[src/hw/rtl/psm_pkg.sv]
// psm_pkg: shared constants, opcodes and operator codes for the p-code step core
// no dependencies
package psm_pkg;
  localparam int STACK_DEPTH_DEF = 1024;
  localparam int CODE_DEPTH_DEF = 1024;
  localparam int MAX_LEVEL_DEF = 15;

  localparam logic [3:0] CMD_LIT = 4'd0;
  localparam logic [3:0] CMD_OPR = 4'd1;
  localparam logic [3:0] CMD_LOD = 4'd2;
  localparam logic [3:0] CMD_STO = 4'd3;
  localparam logic [3:0] CMD_CAL = 4'd4;
  localparam logic [3:0] CMD_INT = 4'd5;
  localparam logic [3:0] CMD_JMP = 4'd6;
  localparam logic [3:0] CMD_JPC = 4'd7;
  localparam logic [3:0] CMD_LAD = 4'd8;
  localparam logic [3:0] CMD_STA = 4'd9;

  localparam logic [4:0] OP_RET = 5'd0;
  localparam logic [4:0] OP_NEG = 5'd1;
  localparam logic [4:0] OP_ADD = 5'd2;
  localparam logic [4:0] OP_SUB = 5'd3;
  localparam logic [4:0] OP_MUL = 5'd4;
  localparam logic [4:0] OP_DIV = 5'd5;
  localparam logic [4:0] OP_ODD = 5'd6;
  localparam logic [4:0] OP_NOT = 5'd7;
  localparam logic [4:0] OP_EQ = 5'd8;
  localparam logic [4:0] OP_NE = 5'd9;
  localparam logic [4:0] OP_LT = 5'd10;
  localparam logic [4:0] OP_GE = 5'd11;
  localparam logic [4:0] OP_GT = 5'd12;
  localparam logic [4:0] OP_LE = 5'd13;
  localparam logic [4:0] OP_AND = 5'd14;
  localparam logic [4:0] OP_OR = 5'd15;
  localparam logic [4:0] OP_PRT = 5'd16;
  localparam logic [4:0] OP_NL = 5'd17;
  localparam logic [4:0] OP_RD = 5'd18;

  localparam logic [1:0] ERR_NONE = 2'd0;
  localparam logic [1:0] ERR_DIV0 = 2'd1;
  localparam logic [1:0] ERR_UNK = 2'd2;
  localparam logic [1:0] ERR_RANGE = 2'd3;

  // divider request and reply
  typedef struct packed {
    logic start;
    logic [31:0] dividend;
    logic [31:0] divisor;
  } div_req_t;

  typedef struct packed {
    logic done;
    logic [31:0] quotient;
  } div_rsp_t;
endpackage

[src/hw/rtl/psm_div.sv]
// psm_div: signed 32-bit divider, one quotient bit per cycle, truncating
// depends on psm_pkg
module psm_div (
  input  logic clk,
  input  logic rst,
  input  psm_pkg::div_req_t req,
  output psm_pkg::div_rsp_t rsp
);
  import psm_pkg::*;

  logic [31:0] rem;
  logic [31:0] quo;
  logic [31:0] dvs;
  logic        neg;
  logic        busy;
  logic [5:0]  cnt;
  logic [32:0] trial;

  assign trial = {rem, quo[31]} - {1'b0, dvs};

  // restoring shift-subtract loop
  always_ff @(posedge clk) begin
    if (rst) begin
      busy <= 1'b0;
      rsp.done <= 1'b0;
    end else begin
      rsp.done <= 1'b0;
      if (req.start) begin
        busy <= 1'b1;
        cnt <= 6'd0;
        rem <= 32'd0;
        quo <= req.dividend[31] ? 32'd0 - req.dividend : req.dividend;
        dvs <= req.divisor[31] ? 32'd0 - req.divisor : req.divisor;
        neg <= req.dividend[31] ^ req.divisor[31];
      end else if (busy) begin
        if (!trial[32]) begin
          rem <= trial[31:0];
          quo <= {quo[30:0], 1'b1};
        end else begin
          rem <= {rem[30:0], quo[31]};
          quo <= {quo[30:0], 1'b0};
        end
        cnt <= cnt + 6'd1;
        if (cnt == 6'd31) begin
          busy <= 1'b0;
          rsp.done <= 1'b1;
        end
      end
    end
  end

  assign rsp.quotient = neg ? 32'd0 - quo : quo;
endmodule
[config.mk]
export PLATFORM = sky130hd
export DESIGN_NAME = psm_div
export DESIGN_NICKNAME = d
export VERILOG_FILES = /design/src/hw/rtl/psm_pkg.sv /design/src/hw/rtl/psm_div.sv
export SDC_FILE = /design/constraint.sdc
export NUM_CORES = 1
export LEC_CHECK = 0
export BUFFER_PORTS_ARGS = -buffer_cell sky130_fd_sc_hd__buf_2
export CORE_MARGIN = 4
export CORE_UTILIZATION = 30
export DETAILED_ROUTE_END_ITERATION = 8
export GPL_TIMING_DRIVEN = 0
export PLACE_DENSITY = 0.43
export SETUP_SLACK_MARGIN = 0.3
export SLEW_MARGIN = 5
export SYNTH_ARGS = -nofsm -noshare
export SYNTH_HDL_FRONTEND = slang
export SYNTH_SLANG_ARGS = --single-unit
[constraint.sdc]
create_clock -name clk -period 10 [get_ports clk]
set_input_delay 0.5 -clock clk [delete_from_list [all_inputs] [get_ports clk]]
set_output_delay 0.5 -clock clk [all_outputs]
set_load 0.05 [all_outputs]
Word-level counts from Yosys, hierarchy flattened --
Index checks and enable logic that the tools add are counted.
Operators by class: mux-type cells 13, bitwise logic cells 3, add/subtract/negate cells 5, reductions and logical operators 4, equality and inequality tests 1
Operator list (count):
- two-way mux 32 bit | 6
- subtractor 1 x 32 -> 32 bit (first input constant) | 3
- subtractor 33 x 32 -> 33 bit | 1
- two-way mux 31 bit | 1
- adder 6 x 1 -> 6 bit (second input constant) | 1
- == test 6 x 5 -> 1 bit (second input constant) | 1
- two-way mux 6 bit | 1
- two-way mux 1 bit | 5
- AND reduction 2 bit | 2
- OR reduction 3 bit | 1
- inverter 1 bit | 2
- nonzero test 2 bit | 1
- bitwise XOR 1 bit | 1
Word-level totals: input bits 67, bits in registers 105

Depth between registers and ports, before layout --
depth in word-level cells 4, depth in mapped cells 14

Worst setup path before layout --
Ideal clock, no wire load.
path kind input port to flip-flop, from input port req[64] (netlist name), to register busy, library setup time 0.071 ns, slack 5.697 ns, cell stages on the path 4, data arrival time 4.232 ns, path buffers 1, data required time 9.929 ns, cells stage by stage clkbuf_1 nor2_1 nor2_1 o41a_1
On the way: word-level cells in the longest chain between the ends 1
RTL lines:
- start: declaration | RTL line psm_div.sv:6 | input psm_pkg::div_req_t req,
- two-way mux 1 bit | RTL line psm_div.sv:28 | if (req.start) begin
- end signal: assignment | RTL line psm_div.sv:24 | busy <= 1'b0;
- end signal: assignment | RTL line psm_div.sv:29 | busy <= 1'b1;
- end signal: assignment | RTL line psm_div.sv:45 | busy <= 1'b0;
- end: declaration | RTL line psm_div.sv:15 | logic busy;
Every way passes these cells. A chain may end at the register's enable or synchronous reset.

==> run summary <==
The number of buffers created by CTS is 9. The floorplan core area came out at 25900 µm². The final critical-path share of the clock period is 41.5%. The fraction of registers with async set or reset after synthesis came out at 0%.

The effective utilization at floorplan came out at 30.4%. The tightest min-delay check is of the input port to flip-flop type. STA classifies the critical path endpoint as an output pin.

The clock drives 105 sinks. Setup repair after global routing left no endpoint under its margin. The DRC violations left is 0. The synthesis warning total came out at 0. The post-CTS repair timing setup buffer count came out at 0. The number of rows in the core area is 59. The maximum frequency from static timing analysis came out at 0.241 GHz. In the routed layout, each cell is associated on average with a via count of between 4 and 5. After synthesis, the cell types taking the most area are sky130_fd_sc_hd__edfxtp_1 39%, sky130_fd_sc_hd__xnor2_1 9.3%, sky130_fd_sc_hd__ha_1 5.7%. Clock-pin slew was measured on the worst setup and hold paths at approximately 0.080 ns. The run finished with clean final reports. Setup violations remaining at the end of the flow were counted as 0.

The cell count after synthesis came out at 838. The maximum VDD drop is around 0.10 mV. The synthesized area per cell is 9.39 µm². The last weighted congestion value of the routability-driven placer is 0.835. Traced cell by cell, the critical path runs through inv_1 -> ha_1 -> nand2_1 -> or3_1 -> nor2_1 -> nand2_1 -> or3_1 -> clkbuf_1 -> or4_1 -> o31ai_1 -> xnor2_1 -> buf_2.

The wire length of the first global-routing pass is 34400 µm. The width of the die is 170 µm. Clock tree synthesis selected as its root buffer the cell sky130_fd_sc_hd__clkbuf_16.

The count of H-tree levels built during CTS came out at 3. In the synthesized netlist the dominant register cell turns out to be sky130_fd_sc_hd__edfxtp_1. The I/O pin count is 100. The floorplan die area is just under 30000 µm².

The maximum number of pins on one net before global-route repair came out at 24. Data on the critical path arrives at its endpoint at 3.65 ns. Across every metal layer, demand over resource in global routing totals between 10% and 20%. TritonCTS built the clock tree.

The share of the Yosys chip area taken by registers is about two fifths. The sequential fraction of design power is roughly two fifths. The delay of the slowest critical-path stage came out at 0.60 ns.

The post-layout instance count excluding filler cells came out at 1291. The net count of the mapped netlist is 942. Synthesis inferred 105 register bits. The critical path is of the flip-flop to output pin type. The final net count is 1055.

The via count of the routed design came out at 6449. The repair_antennas step left the layout with diodes totalling 0. The most common cell in the synthesized netlist is sky130_fd_sc_hd__edfxtp_1. Counting I/O delays and the setup requirement, the final critical path takes just over 4 ns. The summed instance area of the synthesized netlist is 7870 µm².

The max-slew violation count came out at 0. The worst clock skew is 0.00937 ns. The worst slew margin relative to its limit is slightly above 20%. Once detailed placement completed, the half-perimeter wirelength came to approximately 17000 µm. Buffers placed on the I/O ports in this run total 98. The violation count after the first detailed-routing iteration came out at 372. Cell internal power was estimated by the tool at about 910 µW. The clock network burns roughly 25% of the power. After synthesis, the most frequently instantiated cells are 103 x sky130_fd_sc_hd__edfxtp_1, 85 x sky130_fd_sc_hd__nor2_1, 84 x sky130_fd_sc_hd__xnor2_1. The accumulated negative setup slack is 0 ns. Of the total power, the share spent switching nets is between 30% and 40%.

In this run the static leakage power is roughly 0.0036 µW. The slowest stage of the critical path belongs to the cell sky130_fd_sc_hd__or4_1. The share of the synthesized area in the top cell type is 39.3%.

The routed design has 21900 µm of wire. Combinational logic burns 36.3% of the power. In this run, distinct cell masters in the synthesized netlist total 58. At the pin with the least slew margin, the transition time is approximately 1.2 ns.

For this design the total switching power over the nets is about 540 µW. In this run the power density over the cells is 157 nW/µm². The area growth from synthesis to layout is 16.6%. Cells with a size suffix above 1 make up 14.9% of the layout. The number of optimization iterations in the first detailed-route pass came out at 5. The wire length per cell after detailed routing is around 17 µm. The instance count after placement with tap cells included came out at 1275. The number of antenna violations at the first check in global routing came out at 1. The dominant cell type by area after synthesis is sky130_fd_sc_hd__edfxtp_1.

The count of nets left with antenna violations once routing finished came out at 0. Along the worst path, the maximum fanout reaches 7. The number of failing hold endpoints at the final stage is 0.

The clock latency at the later pin of the worst-skew pair is ~0.36 ns. The total grt overflow came out at 0. Buffers inserted to repair hold after CTS numbered 0.

The number of synthesized flops with an enable pin is 103. The largest buffer count on any clock path came out at 2. The count of instances resized after the clock tree is built came out at 0. The number of global-route vias before repair was 6337. The die is 170 µm tall.

Max-cap violations in this run came to 0. At the worst endpoint, the required time is 9.50 ns. The launching element type of the critical path is a flip-flop.
-- sequential cells by signal, indices dropped and copies added, names as in the netlist --
| register | flops |
|---|---|
| quo | 32 |
| busy | 1 |
| neg | 1 |
| cnt | 6 |
| rem | 32 |
| rsp | 1 |
| dvs | 32 |
-- metal layers --
| metal | track usage (%) | share of wire (%) | vias up |
|---|---|---|---|
| met3 | 1.84 | 3.2 | 10 |
| li1 | - | - | 3272 |
| met1 | 22.7 | 52 | 3060 |
| met4 | 3.44 | 0.94 | 0 |
| met2 | 23.0 | 44 | 107 |
| met5 | 0 | 0 | - |
-- cells in the final DEF, fill, tap and decap left out, drive strengths merged, types with 6 or more instances in the layout --
cell	n
buf	109
edfxtp	103
nor2	86
xnor2	84
nand2	65
a21oi	56
inv	51
o21ai	50
ha	36
xor2	35
clkbuf	33
o31ai	28
mux2i	26
or3	18
nand3	16
a21o	14
nor3	13
nand2b	12
o41ai	12
or4	10
nand4	8
a31oi	8
nor2b	8
mux2	7
a211oi	7
and2	6
and3	6
-- final cells by class --
| type | count | area, µm² |
|---|---|---|
| plain buffers | 30 | 119 |
| fillers | 2701 | 16700 |
| multi-input cells | 654 | 4450 |
| flip-flops and latches | 105 | 3130 |
| well taps | 335 | 419 |
| repair buffers | 102 | 593 |
| inverters | 49 | 184 |
| clock inverters | 6 | 52.6 |
| clock buffers | 10 | 229 |
-- kinds of logic after synthesis --
group	synth area share (%)
multiplexers	4.31
buffers and inverters	3.85
adder cells (fa/ha/maj)	5.98
AND/OR/NAND/NOR	16.6
flip-flops	39.8
AO/OA/AOI/OAI	16.2
XOR/XNOR	13.2
-- per-stage QoR --
step / cell area (µm²) / hold WS [ns] / total power, µW / setup slack [ns] / util, %
2_1_floorplan: 7870 / 0.415 / 957 / 5.70 / -
3_3_place_gp: 8780 / 0.443 / 1100 / 3.48 / 33.9
3_5_place_dp: 8900 / 0.444 / 1100 / 5.92 / 34.3
4_1_cts: 9180 / 0.369 / 1460 / 5.81 / 35.4
5_1_grt: 9180 / 0.382 / 1530 / 5.50 / 35.4
6_report: 9180 / 0.382 / 1440 / 5.85 / 35.4
-- worst paths after layout --
| kind | depth (start not counted) | slack (ns) | to | start |
|---|---|---|---|---|
| setup / recovery | 12 | 5.85 | rsp[28] | quo[0] |
| hold / removal | 1 | 0.38 | dvs[0] | req[0] |
| setup reg to reg | 14 | 5.95 | rem[17] | quo[31] |
| hold reg to reg | 2 | 0.45 | rsp[32] | busy |
-- critical path: cells and delay by family (launching register included) --
family | cells | cell delay, ns
DFF | 1 | 0.48
xor gates and xnor gates | 1 | 0.17
adders and majority gates | 1 | 0.16
AOI/OAI and AO/OA | 1 | 0.27
buffers and inverters | 3 | 0.61
and+or+nand+nor | 6 | 1.58
-- power by group through the flow --
stage	Clock (µW)	Sequential [µW]	Combinational [µW]
finish	355	564	525
CTS	366	564	530
global route	382	569	582
detailed placement	0	574	527
floorplan	0	567	390
global placement	0	577	523
(Power assumes the default switching activity.)
